--- config.mk ---
export PLATFORM = sky130hd
export DESIGN_NAME = ship_front
export DESIGN_NICKNAME = d
export VERILOG_FILES = /design/src/design/ship_pkg.sv /design/src/design/ship_front.sv
export SDC_FILE = /design/constraint.sdc
export NUM_CORES = 1
export LEC_CHECK = 0
export BUFFER_PORTS_ARGS = -buffer_cell sky130_fd_sc_hd__buf_2
export CAP_MARGIN = 20
export CORE_MARGIN = 2
export CORE_UTILIZATION = 45
export DETAILED_ROUTE_END_ITERATION = 10
export GPL_ROUTABILITY_DRIVEN = 0
export PLACE_DENSITY = 0.89
export SLEW_MARGIN = 20
export SYNTH_ARGS = -nofsm -noshare
export SYNTH_HDL_FRONTEND = slang
export SYNTH_SLANG_ARGS = --single-unit
--- constraint.sdc ---
create_clock -name clk_i -period 2.7 [get_ports clk_i]
set_input_delay 0.54 -clock clk_i [delete_from_list [all_inputs] [get_ports clk_i]]
set_output_delay 0.54 -clock clk_i [all_outputs]
set_load 0.02 [all_outputs]
--- src/design/ship_pkg.sv ---
// Package for the signature-based SRRIP replacement engine.
// Shared sizes, item and metadata types and the sequencer state type.
// No dependencies.
package ship_pkg;

  // Geometry and field widths
  localparam int NUM_SETS      = 2048;
  localparam int NUM_WAYS      = 16;
  localparam int RRPV_WIDTH    = 2;
  localparam int SIG_WIDTH     = 14;
  localparam int COUNTER_WIDTH = 3;

  localparam int SET_W       = $clog2(NUM_SETS);
  localparam int WAY_W       = $clog2(NUM_WAYS);
  localparam int SIG_ENTRIES = 1 << SIG_WIDTH;

  localparam logic [RRPV_WIDTH-1:0]    RV_MAX     = '1;
  localparam logic [COUNTER_WIDTH-1:0] CTR_MAX    = '1;
  localparam logic [COUNTER_WIDTH-1:0] CTR_THRESH = (CTR_MAX >> 1) + 1'b1;

  // Clearing pass covers the larger of the two stores
  localparam int CLR_ENTRIES = (SIG_ENTRIES > NUM_SETS) ? SIG_ENTRIES : NUM_SETS;
  localparam int CLR_W       = $clog2(CLR_ENTRIES);

  // Queue between front and back
  localparam int QDEPTH = 2;
  localparam int QPTR_W = $clog2(QDEPTH);
  localparam int QCNT_W = $clog2(QDEPTH + 1);

  typedef enum logic {
    OP_VICTIM = 1'b0,
    OP_UPDATE = 1'b1
  } opcode_e;

  typedef struct packed {
    opcode_e              op;
    logic [SET_W-1:0]     set;
    logic [WAY_W-1:0]     way;
    logic                 hit;
    logic [SIG_WIDTH-1:0] sig;
  } item_t;

  typedef struct packed {
    logic                  valid;
    logic                  refd;
    logic [SIG_WIDTH-1:0]  sig;
    logic [RRPV_WIDTH-1:0] rrpv;
  } way_meta_t;

  typedef way_meta_t [NUM_WAYS-1:0] row_t;

  typedef enum logic [2:0] {
    S_CLEAR,
    S_IDLE,
    S_READ,
    S_VPICK,
    S_TRAIN,
    S_INSERT
  } state_e;

endpackage

--- src/design/ship_front.sv ---
// Front end: takes command items, derives set and signature, drops updates
// to ways that do not exist, and queues the rest for the back end.
// Depends on ship_pkg.
module ship_front (
  input  logic            clk_i,
  input  logic            rst_ni,
  input  logic            start,
  output logic            busy,
  input  logic            opcode_i,
  input  logic [10:0]     set_index_i,
  input  logic [3:0]      way_i,
  input  logic            hit_i,
  input  logic [63:0]     pc_i,
  input  logic            clearing_i,
  input  logic            pop_i,
  output logic            item_valid_o,
  output ship_pkg::item_t item_o
);
  import ship_pkg::*;

  item_t             fifo_q [QDEPTH];
  logic [QPTR_W-1:0] wr_ptr_q, wr_ptr_d, rd_ptr_q, rd_ptr_d;
  logic [QCNT_W-1:0] cnt_q, cnt_d;
  logic              full, accept, push, pop;
  item_t             item_in;

  // Classify the incoming item
  always_comb begin
    item_in     = '0;
    item_in.op  = opcode_e'(opcode_i);
    item_in.set = set_index_i[SET_W-1:0];
    item_in.way = way_i[WAY_W-1:0];
    item_in.hit = hit_i;
    item_in.sig = pc_i[SIG_WIDTH+1:2];
  end

  assign full   = (cnt_q == QCNT_W'(QDEPTH));
  assign busy   = full | clearing_i;
  assign accept = start & ~busy;
  assign push   = accept & ((opcode_e'(opcode_i) == OP_VICTIM) || (int'(way_i) < NUM_WAYS));
  assign pop    = pop_i & item_valid_o;

  assign item_valid_o = (cnt_q != '0);
  assign item_o       = fifo_q[rd_ptr_q];

  // Queue pointers
  always_comb begin
    wr_ptr_d = wr_ptr_q;
    rd_ptr_d = rd_ptr_q;
    cnt_d    = cnt_q;
    if (push) begin
      wr_ptr_d = (int'(wr_ptr_q) == QDEPTH - 1) ? '0 : wr_ptr_q + 1'b1;
    end
    if (pop) begin
      rd_ptr_d = (int'(rd_ptr_q) == QDEPTH - 1) ? '0 : rd_ptr_q + 1'b1;
    end
    case ({push, pop})
      2'b10:   cnt_d = cnt_q + 1'b1;
      2'b01:   cnt_d = cnt_q - 1'b1;
      default: cnt_d = cnt_q;
    endcase
  end

  always_ff @(posedge clk_i or negedge rst_ni) begin
    if (!rst_ni) begin
      wr_ptr_q <= '0;
      rd_ptr_q <= '0;
      cnt_q    <= '0;
    end else begin
      wr_ptr_q <= wr_ptr_d;
      rd_ptr_q <= rd_ptr_d;
      cnt_q    <= cnt_d;
    end
  end

  // Queue storage
  always_ff @(posedge clk_i) begin
    if (push) begin
      fifo_q[wr_ptr_q] <= item_in;
    end
  end

endmodule

Word level (Yosys, flattened, before mapping):

Memories as Yosys holds them, arrays and structs flattened.
Index checks and enable logic that the tools add are counted.

* input port bits: 86
* flip-flop bits (word level): 4
* output and inout bits: 33
* logic and storage cells: 22
* memories: 1
* bits in writable memories: 62

Memory list
* fifo_q: depth 2, width 31, rd ports 1, clocked after memory_dff 0, write ports 1, line ship_front.sv:21 `item_t fifo_q [QDEPTH];`

* eq/ne operators: 3
* mux-type cells: 5
* reductions and logical operators: 2
* bitwise operators: 4
* add/subtract/negate cells: 4

Operators with widths (count)
* 2-bit equality test, second input constant: 2
* 1-bit 2-to-1 mux: 4
* 2-bit one-hot mux with 2 select lines: 1
* 2-bit nonzero test: 2
* 1-bit adder, second input constant: 2
* 2-bit by 1-bit adder with 2-bit output, second input constant: 1
* 1-bit bitwise AND: 2
* 2-bit by 1-bit equality test with 1-bit output, second input constant: 1
* 2-bit by 1-bit subtractor with 2-bit output, second input constant: 1
* 1-bit NOT: 1
* 1-bit OR: 1

Longest topological paths before layout:

Gate-level depths: netlist of run 1.

* depth after elaboration: 6
* depth in mapped cells: 6
* depth with buffers taken out: 6

Worst setup path after synthesis of run 1:

Ideal clock, no wire load.

* kind: input to register
* from: input clearing_i
* to: memory fifo_q[0][0] (netlist name) (enable)
* setup slack: 0.179 ns
* setup time: 0.419 ns
* stages on the path: 2
* required time: 2.281 ns
* arrival time: 2.102 ns
* path through: nand3b_1 -> nor2_1

* cells in the longest elaborated chain, start to end: 5

Ends and longest elaborated chain
* start, declared: line ship_front.sv:14 `input logic clearing_i,`
* 1-bit OR: line ship_front.sv:38 `assign busy = full | clearing_i;`
* 1-bit NOT: line ship_front.sv:39 `assign accept = start & ~busy;`
* 1-bit bitwise AND: line ship_front.sv:39
* 1-bit 2-to-1 mux: line ship_front.sv:78 `if (push) begin`
* 1-bit 2-to-1 mux (implied by the code): line ship_front.sv:79 `fifo_q[wr_ptr_q] <= item_in;`
* end, declared: line ship_front.sv:21

Every way passes these cells.

==> run_results.csv, run 1 <==
group,metric,value,unit
timing,finalMaxSlewViolations,0,
floorplanning,pin_count,119,
cts,cts_max_path_buffers,2,
routing,drt_wl_total,3950,um
critical_path,cp-end-kind,"primary output",
run_status,status,"finished, final reports clean",
power,swShare,30.4,%
routing,vias,1275,
power,clkPwrFrac,27.5,%
timing,maxSlewHeadroom,70.3,%
power,power_frac_comb,30.7,%
yosys,yosys.area.top_type,"edfxtp_1",
critical_path,arrival,1.50,ns
cts,cts_root_buffer,"clkbuf_8",
floorplanning,core,5200,um2
critical_path,startpoint,"rd_ptr_q",
routing,routedWlPerCell,14.6,um
floorplanning,std_cell_rows,26,
timing,setup_tns,0,ns
yosys,synth.area.mux_share,14.2,%
finish,drive_gt1_share,59.2,%
yosys,ys.warnings.count,0,
critical_path,critPathLaunchType,"flip-flop",
finish,area_growth,27.6,%
routing,firstDrtPassIters,4,
cts,cts_tree,"built",
yosys,synthFlopType,"edfxtp_1",
floorplanning,die_h,78.0,um
yosys,yosys.area_share.adder,0.507,%
critical_path,cp_data_required_time,2.16,ns
yosys,synthSimpleGateAreaFrac,2.03,%
timing,rsz0062_at_grt,"no",
critical_path,cp_slowest_stage_delay,0.38,ns
yosys,synth_top_family_by_area,"multiplexers",
cts,cts_inserted_buffers,9,
placed_design,placed_area,2920,um2
yosys,postSynth.asyncResetShare,6.06,%
yosys,synth_cells,116,
grt,overflow,0,
routing,drt_iter0_drc,28,
grt,grt_max_degree,20,
yosys,synth_top_area_share,75.5,%
yosys,syn_area,2470,um2
critical_path,critPathKind,"flip-flop to primary output",
cts,clk_latency,0.34,ns
power,ir_drop,0.574,mV
placed_design,dpl.hpwl,2670,um
power,pwr-share-seq,41.8,%
finish,final_nets,283,
yosys,synth_edf_count,62,
critical_path,cp_max_fo,18,
min_path,min_from,"set_index_i[4]",
floorplanning,die_x,78.0,um
yosys,synthTopCellsByCount,"edfxtp_1, mux2_2, buf_6, dfrtp_1, mux2_1",
floorplanning,start_util,47.4,%
timing,fin_crit_sh,75.5,%
grt,grt_pass1_wl,6430,um
timing,layout_min_cycle_time,2.04,ns
cts,post-cts-setup-buffer-count,0,
yosys,synthDistinctLibCells,15,
routing,remaining_drc_errors,0,
critical_path,critPathSlowestCell,"mux2_2",
power,intPower,2.23,mW
yosys,ys_top_cells_by_area,"edfxtp_1, mux2_2, dfrtp_1",
critical_path,timing.rr.start,"cnt_q[0]",
power,total_power,3.20,mW
critical_path,cp_cell_sequence,"buf_4 > mux2_2 > buf_2",
yosys,synth_compound_area_share,0,%
cts,cts.sinks,66,
grt,grt_usage,14.4,%
timing,finalSetupViolCount,0,
placed_design,port_buffers,68,
cts,cts_htree_levels,3,
yosys,synth_most_common_cell,"edfxtp_1",
power,p_sw,975,uW
power,leakage,1.19,nW
timing,fmax,491,MHz
run,drv_cap,0,
power,pwr_density_cell,1020,nW/um2
routing,via_per_inst,4.70,
grt,antenna_found_initial,0,
finish,fin_area,3150,um2
timing,worst_pin_slew,0.444,ns
yosys,synth_seq_cells,66,
timing,hold_viol_final,0,
yosys,syn_area_per_cell,21.3,um2
yosys,synthesis.nets,203,
finish,n_antenna_cell,0,
routing,postRouteAntennaNets,0,
floorplanning,die-area,6090,um2
grt,grt_pass1_vias,1423,
yosys,yosysSeqAreaShare,79.6,%
yosys,synth_xor_area_share,1.78,%
timing,clock_skew,0.00583,ns
critical_path,crit_family,"buffers and inverters",
cts,clkTransAtPathRegs,0.07,ns
min_path,hold_path_class,"input port to flip-flop",
critical_path,cp_num_buf_inv,2,
-- worst reg2reg max path, delay by kind of cell (launching register included) --
kind	cells	cell delay [ns]
AND/OR/NAND/NOR	3	0.86
flip-flops	1	0.42
buffers and inverters	1	0.23
-- metal layers --
metal  routed length [um]  global-route usage (%)  part of all wire, %  up-vias
met2                 2060                    25.2                   52       56
met3                  279                    4.60                  7.1       12
met4                  100                    7.89                  2.5        0
met5                    0                       0                    0        -
li1                     -                       -                    -      608
met1                 1510                    15.6                   38      599
-- final timing paths --
| path | slack (ns) | cells past startpoint | to |
|---|---|---|---|
| worst min-delay path | 0.39 | 1 | fifo_q[1][23] |
| worst max-delay path | 0.66 | 3 | item_o[11] |
| min in group asynchronous | 0.53 | 2 | cnt_q[1] |
| worst min register to register | 0.50 | 1 | cnt_q[1] |
| max in group asynchronous | 2.04 | 2 | rd_ptr_q |
| worst max register to register | 0.88 | 4 | fifo_q[0][4] |
-- flip-flops by register name, indices dropped and copies added, names as in the netlist --
| signal | count |
|---|---|
| fifo_q | 62 |
| wr_ptr_q | 1 |
| cnt_q | 2 |
| rd_ptr_q | 1 |
-- layout make-up --
class | instances | area, um2
Fill cell | 415 | 2060
Sequential cell | 66 | 1960
Multi-Input combinational cell | 45 | 470
Timing Repair Buffer | 73 | 405
Clock buffer | 9 | 124
Clock inverter | 7 | 93.8
Tap cell | 70 | 87.6
Inverter | 1 | 3.75
-- metrics by stage --
step | cells | util [%] | hold slack (ns) | worst slack [ns]
after floorplan | 116 | - | 0.244 | 0.179
after global placement | 254 | 56.1 | 0.352 | 0.755
after detailed placement | 254 | 56.1 | 0.358 | 0.717
after CTS | 271 | 60.5 | 0.372 | 0.636
after global routing | 271 | 60.5 | 0.368 | 0.585
final | 271 | 60.5 | 0.389 | 0.663
-- placed cells by master (no fill, tap or decap) --
master          n
or2b_1          1
nand3b_1        1
nor2_1          1
bufinv_16       2
mux2_1          4
nor2_4          2
dlygate4sd3_1   1
dfrtp_1         4
or2_4           1
clkbuf_8        9
inv_1           1
mux2_2         27
clkinv_2        2
buf_2          68
xnor2_1         3
xor2_1          2
buf_12          2
clkinv_4        1
edfxtp_1       62
nand2b_1        1
clkinvlp_4      2
buf_4           2
and2_4          1
ha_1            1
-- power groups by stage --
stage               clock network [mW]  registers [mW]  logic, mW
floorplan                            0            1.35      0.737
global placement                     0            1.35      0.986
detailed placement                   0            1.36      0.992
CTS                              0.906            1.34       1.00
global route                     0.942            1.36       1.05
finish                           0.880            1.34      0.984
-- repair_timing --
| item | in CTS | in global routing |
|---|---|---|
| hold buffers | 1 | 0 |
| endpoints found under the hold margin | 4 | 0 |
| resized for setup | 0 | 0 |
-- cells by family after synthesis --
| family | Yosys count |
|---|---|
| DFF | 66 |
| and+or+nand+nor | 8 |
| xor gates and xnor gates | 5 |
| buffers and inverters | 5 |
| adders and majority gates | 1 |
| muxes | 31 |
Note: power is estimated with default switching activity, not from simulation.
==> inputs of run 2 (changes only) <==
Clock period 2.7 ns to 1.9 ns, I/O delays scaled along.
==> run_results.csv, run 2 (synthesized netlist as in run 1, its figures left out) <==
group,metric,value,unit
run_status,status,"finished, final reports clean",
finish,final_nets,285,
critical_path,cp-end-kind,"primary output",
critical_path,cp_cell_sequence,"buf_8 > mux2_2 > buf_2",
grt,antenna_found_initial,0,
floorplanning,die-area,6090,um2
critical_path,critPathKind,"flip-flop to primary output",
power,leakage,1.17,nW
placed_design,port_buffers,68,
finish,largest_reg_flops,62,
routing,vias,1297,
critical_path,cp_data_required_time,1.52,ns
routing,firstDrtPassIters,4,
cts,cts_inserted_buffers,9,
finish,largest-register,"fifo_q",
power,power_frac_comb,32.6,%
routing,remaining_drc_errors,0,
placed_design,dpl.hpwl,2840,um
finish,area_growth,25.3,%
run,drv_cap,0,
finish,final_cell_mix,"buf_2, edfxtp_1, mux2_2, clkbuf_8, buf_4",
critical_path,crit_family,"flip-flops",
routing,drt_iter0_drc,22,
floorplanning,pin_count,119,
timing,hold_viol_final,0,
finish,final_common_cell,"buf_2",
grt,grt_pass1_wl,6490,um
grt,grt_usage,14.8,%
timing,maxSlewHeadroom,79.3,%
finish,multi_input_area,465,um2
cts,cts.sinks,66,
power,total_power,4.30,mW
critical_path,critPathSlowestCell,"dfrtp_1",
routing,via_per_inst,4.75,
power,p_sw,1.40,mW
finish,fin_util,59.4,%
power,clkPwrFrac,23.1,%
routing,routedWlPerCell,15.7,um
critical_path,cp_slowest_stage_delay,0.38,ns
routing,drt_wl_total,4280,um
critical_path,cp_max_fo,20,
grt,grt_pass1_vias,1384,
timing,worst_pin_slew,0.309,ns
cts,cts_tree,"built",
timing,clock_skew,0.00740,ns
finish,top_regs,"fifo_q (62), cnt_q (2)",
cts,cts_root_buffer,"clkbuf_8",
timing,layout_min_cycle_time,1.82,ns
critical_path,arrival,1.44,ns
timing,finalMaxSlewViolations,0,
critical_path,cp_num_buf_inv,2,
floorplanning,start_util,47.4,%
finish,drive_gt1_share,59.1,%
timing,fin_crit_sh,96.0,%
critical_path,critPathLaunchType,"flip-flop",
power,pwr_density_cell,1390,nW/um2
cts,clkTransAtPathRegs,0.07,ns
grt,overflow,0,
floorplanning,std_cell_rows,26,
power,intPower,2.90,mW
finish,seqCellArea,1960,um2
placed_design,placed_cells,256,
min_path,hold_path_class,"input port to flip-flop",
finish,fill_cells,413,
timing,rsz0062_at_grt,"yes",
floorplanning,core,5200,um2
timing,setup_tns,0,ns
cts,clk_latency,0.33,ns
power,pwr-share-seq,44.4,%
cts,cts_htree_levels,3,
timing,fmax,548,MHz
grt,grt_max_degree,21,
finish,n_antenna_cell,0,
finish,fin_cells,273,
floorplanning,die_h,78.0,um
power,ir_drop,0.790,mV
routing,postRouteAntennaNets,0,
power,swShare,32.5,%
cts,cts_max_path_buffers,2,
floorplanning,die_x,78.0,um
timing,finalSetupViolCount,0,
[run 2: changes by cell type in the layout (fill, tap and decap cells not counted), sizes merged]
| cell | before | now |
|---|---|---|
| buf | 72 | 74 |
| bufinv | 2 | 0 |
| clkinvlp | 2 | 3 |
| inv | 1 | 2 |
[run 2: worst paths after layout]
| kind | from | end | slack, ns | depth (start not counted) |
|---|---|---|---|---|
| min reg2reg | cnt_q[1] | cnt_q[1] | 0.50 | 1 |
| min in group asynchronous | rst_ni | cnt_q[1] | 0.40 | 2 |
| max reg2reg | cnt_q[0] | fifo_q[1][26] | 0.28 | 4 |
| max | rd_ptr_q | item_o[13] | 0.08 | 3 |
| min | pc_i[13] | fifo_q[1][11] | 0.24 | 1 |
| max in group asynchronous | rst_ni | wr_ptr_q | 1.38 | 2 |
[run 2: timing repair]
item / CTS / global route
hold endpoints to repair: 4 / 0
setup endpoints to repair: 3 / 14
hold buffers: 1 / 0
pin swaps: 0 / 0
setup buffers: 0 / 0
resized for setup: 1 / 1
[run 2: per-layer routing]
layer | global-route usage (%) | up-vias | part of all wire (%)
met4 | 5.26 | 0 | 0.42
met5 | 0 | - | 0
met2 | 27.2 | 56 | 56
met1 | 14.7 | 631 | 36
li1 | - | 608 | -
met3 | 6.67 | 2 | 7.3
[run 2: area by class of cell]
class,instances,area share (%)
clock buffer,9,4.01
clock inverter,7,1.46
inverter,1,0.121
multi-input combinational,45,15.1
sequential,66,63.5
tap,70,2.83
timing repair buffer,75,13.0
[run 2: power by group through the flow]
| stage | clock, mW | sequential [mW] | combinational (mW) |
|---|---|---|---|
| detailed placement | 0 | 1.93 | 1.39 |
| finish | 0.991 | 1.91 | 1.40 |
| global route | 1.08 | 1.92 | 1.51 |
| floorplan | 0 | 1.91 | 1.05 |
| global placement | 0 | 1.92 | 1.37 |
| CTS | 1.02 | 1.91 | 1.41 |
[run 2: worst register-to-register path: cells and delay by family (launching register included)]
family	cells	cell delay (ns)
buffers and inverters	1	0.30
DFF	1	0.42
and+or+nand+nor	3	0.58
[run 2: metrics by stage]
| step | cell area [um2] | setup WS [ns] | hold slack (ns) |
|---|---|---|---|
| 2_1_floorplan | 2470 | -0.0356 | 0.0844 |
| 3_3_place_gp | 2900 | 0.338 | 0.192 |
| 3_5_place_dp | 2900 | 0.302 | 0.195 |
| 4_1_cts | 3090 | 0.0493 | 0.218 |
| 5_1_grt | 3090 | -0.0105 | 0.209 |
| 6_report | 3090 | 0.0754 | 0.237 |
==> inputs of run 3 (changes only) <==
--- a/constraint.sdc
+++ b/constraint.sdc
@@ -3,2 +3,2 @@
 set_output_delay 0.38 -clock clk_i [all_outputs]
-set_load 0.02 [all_outputs]
+set_load 0.01 [all_outputs]
==> run_results.csv, run 3 (synthesized netlist as in run 1, its figures left out) <==
group,metric,value,unit
min_path,hold_path_class,"input port to flip-flop",
critical_path,cp_max_fo,20,
finish,fill_cells,413,
timing,hold_viol_final,0,
cts,cts.sinks,66,
routing,firstDrtPassIters,4,
power,intPower,2.89,mW
cts,cts_max_path_buffers,2,
routing,vias,1297,
grt,grt_pass1_wl,6490,um
finish,largest-register,"fifo_q",
critical_path,critPathKind,"flip-flop to primary output",
placed_design,dpl.hpwl,2840,um
floorplanning,die_h,78.0,um
cts,cts_inserted_buffers,9,
finish,drive_gt1_share,59.1,%
grt,overflow,0,
routing,drt_wl_total,4280,um
cts,clk_latency,0.33,ns
critical_path,cp-end-kind,"primary output",
routing,remaining_drc_errors,0,
finish,final_cell_mix,"buf_2, edfxtp_1, mux2_2, clkbuf_8, buf_4",
grt,grt_max_degree,21,
power,power_frac_comb,29.2,%
timing,setup_tns,0,ns
timing,worst_pin_slew,0.309,ns
floorplanning,std_cell_rows,26,
cts,cts_tree,"built",
cts,cts_htree_levels,3,
critical_path,cp_data_required_time,1.52,ns
cts,cts_root_buffer,"clkbuf_8",
floorplanning,start_util,47.4,%
power,clkPwrFrac,24.2,%
floorplanning,die_x,78.0,um
critical_path,arrival,1.44,ns
cts,post-cts-setup-buffer-count,0,
grt,grt_pass1_vias,1384,
power,ir_drop,0.761,mV
power,pwr_density_cell,1320,nW/um2
grt,grt_usage,14.8,%
power,pwr-share-seq,46.6,%
finish,area_growth,25.2,%
floorplanning,die-area,6090,um2
timing,fmax,550,MHz
power,swShare,29.3,%
run,drv_cap,0,
timing,clock_skew,0.00740,ns
run_status,status,"finished, final reports clean",
floorplanning,core,5200,um2
timing,maxSlewHeadroom,79.3,%
routing,routedWlPerCell,15.7,um
placed_design,port_buffers,68,
finish,n_antenna_cell,0,
timing,layout_min_cycle_time,1.82,ns
floorplanning,pin_count,119,
routing,via_per_inst,4.75,
power,p_sw,1.20,mW
timing,finalSetupViolCount,0,
finish,largest_reg_flops,62,
routing,drt_iter0_drc,22,
finish,final_common_cell,"buf_2",
finish,final_nets,285,
routing,postRouteAntennaNets,0,
timing,fin_crit_sh,95.6,%
finish,fin_util,59.3,%
power,leakage,1.17,nW
finish,top_regs,"fifo_q (62), cnt_q (2)",
timing,finalMaxSlewViolations,0,
cts,clkTransAtPathRegs,0.07,ns
grt,antenna_found_initial,0,
critical_path,critPathLaunchType,"flip-flop",
[run 3: per-stage QoR]
step | hold WS (ns) | cells | worst slack [ns] | area [um2] | power, mW
4_1_cts | 0.218 | 273 | 0.0101 | 3080 | 4.13
6_report | 0.237 | 273 | 0.0834 | 3090 | 4.09
3_3_place_gp | 0.192 | 256 | 0.338 | 2900 | 3.09
3_5_place_dp | 0.195 | 256 | 0.302 | 2900 | 3.13
2_1_floorplan | 0.0844 | 116 | -0.0356 | 2470 | 2.76
5_1_grt | 0.209 | 273 | -0.00249 | 3090 | 4.30
[run 3: final timing paths]
kind	to	cells past startpoint	from	slack [ns]
worst min-delay path	fifo_q[1][11]	1	pc_i[13]	0.24
min in group asynchronous	cnt_q[1]	2	rst_ni	0.40
worst min register to register	cnt_q[1]	1	cnt_q[1]	0.50
max in group asynchronous	wr_ptr_q	2	rst_ni	1.38
worst max register to register	fifo_q[1][26]	4	cnt_q[0]	0.28
worst max-delay path	item_o[13]	3	rd_ptr_q	0.08
[run 3: power by group through the flow]
stage          clock network (mW)  logic (mW)  registers [mW]
5_1_grt                      1.08        1.30            1.92
4_1_cts                      1.02        1.20            1.90
6_report                    0.991        1.19            1.90
3_5_place_dp                    0        1.20            1.93
2_1_floorplan                   0       0.852            1.91
3_3_place_gp                    0        1.18            1.92
[run 3: metal layers]
metal  track usage (%)  wire length, um
met3              6.67              313
met1              14.7             1550
met5                 0                0
met4              5.26               18
met2              27.2             2390
[run 3: cell type report]
| type | count | area, um2 | share of cell area, % |
|---|---|---|---|
| clock inverter | 7 | 45.0 | 1.46 |
| multi-input combinational | 45 | 465 | 15.1 |
| inverter | 1 | 3.75 | 0.122 |
| clock buffer | 9 | 124 | 4.01 |
| tap | 70 | 87.6 | 2.84 |
| sequential | 66 | 1960 | 63.6 |
| timing repair buffer | 75 | 399 | 12.9 |
[run 3: what timing repair did]
action / CTS / global route
setup endpoints to repair: 0 / 19
endpoints found under the hold margin: 4 / 0
hold buffers: 1 / 0
resized for setup: 0 / 1
[run 3: worst max-delay path, cell delays in order, from the launching register on]
cell and delay (ns):
dfrtp_1 0.36, buf_6 0.22, mux2_2 0.37, buf_2 0.14
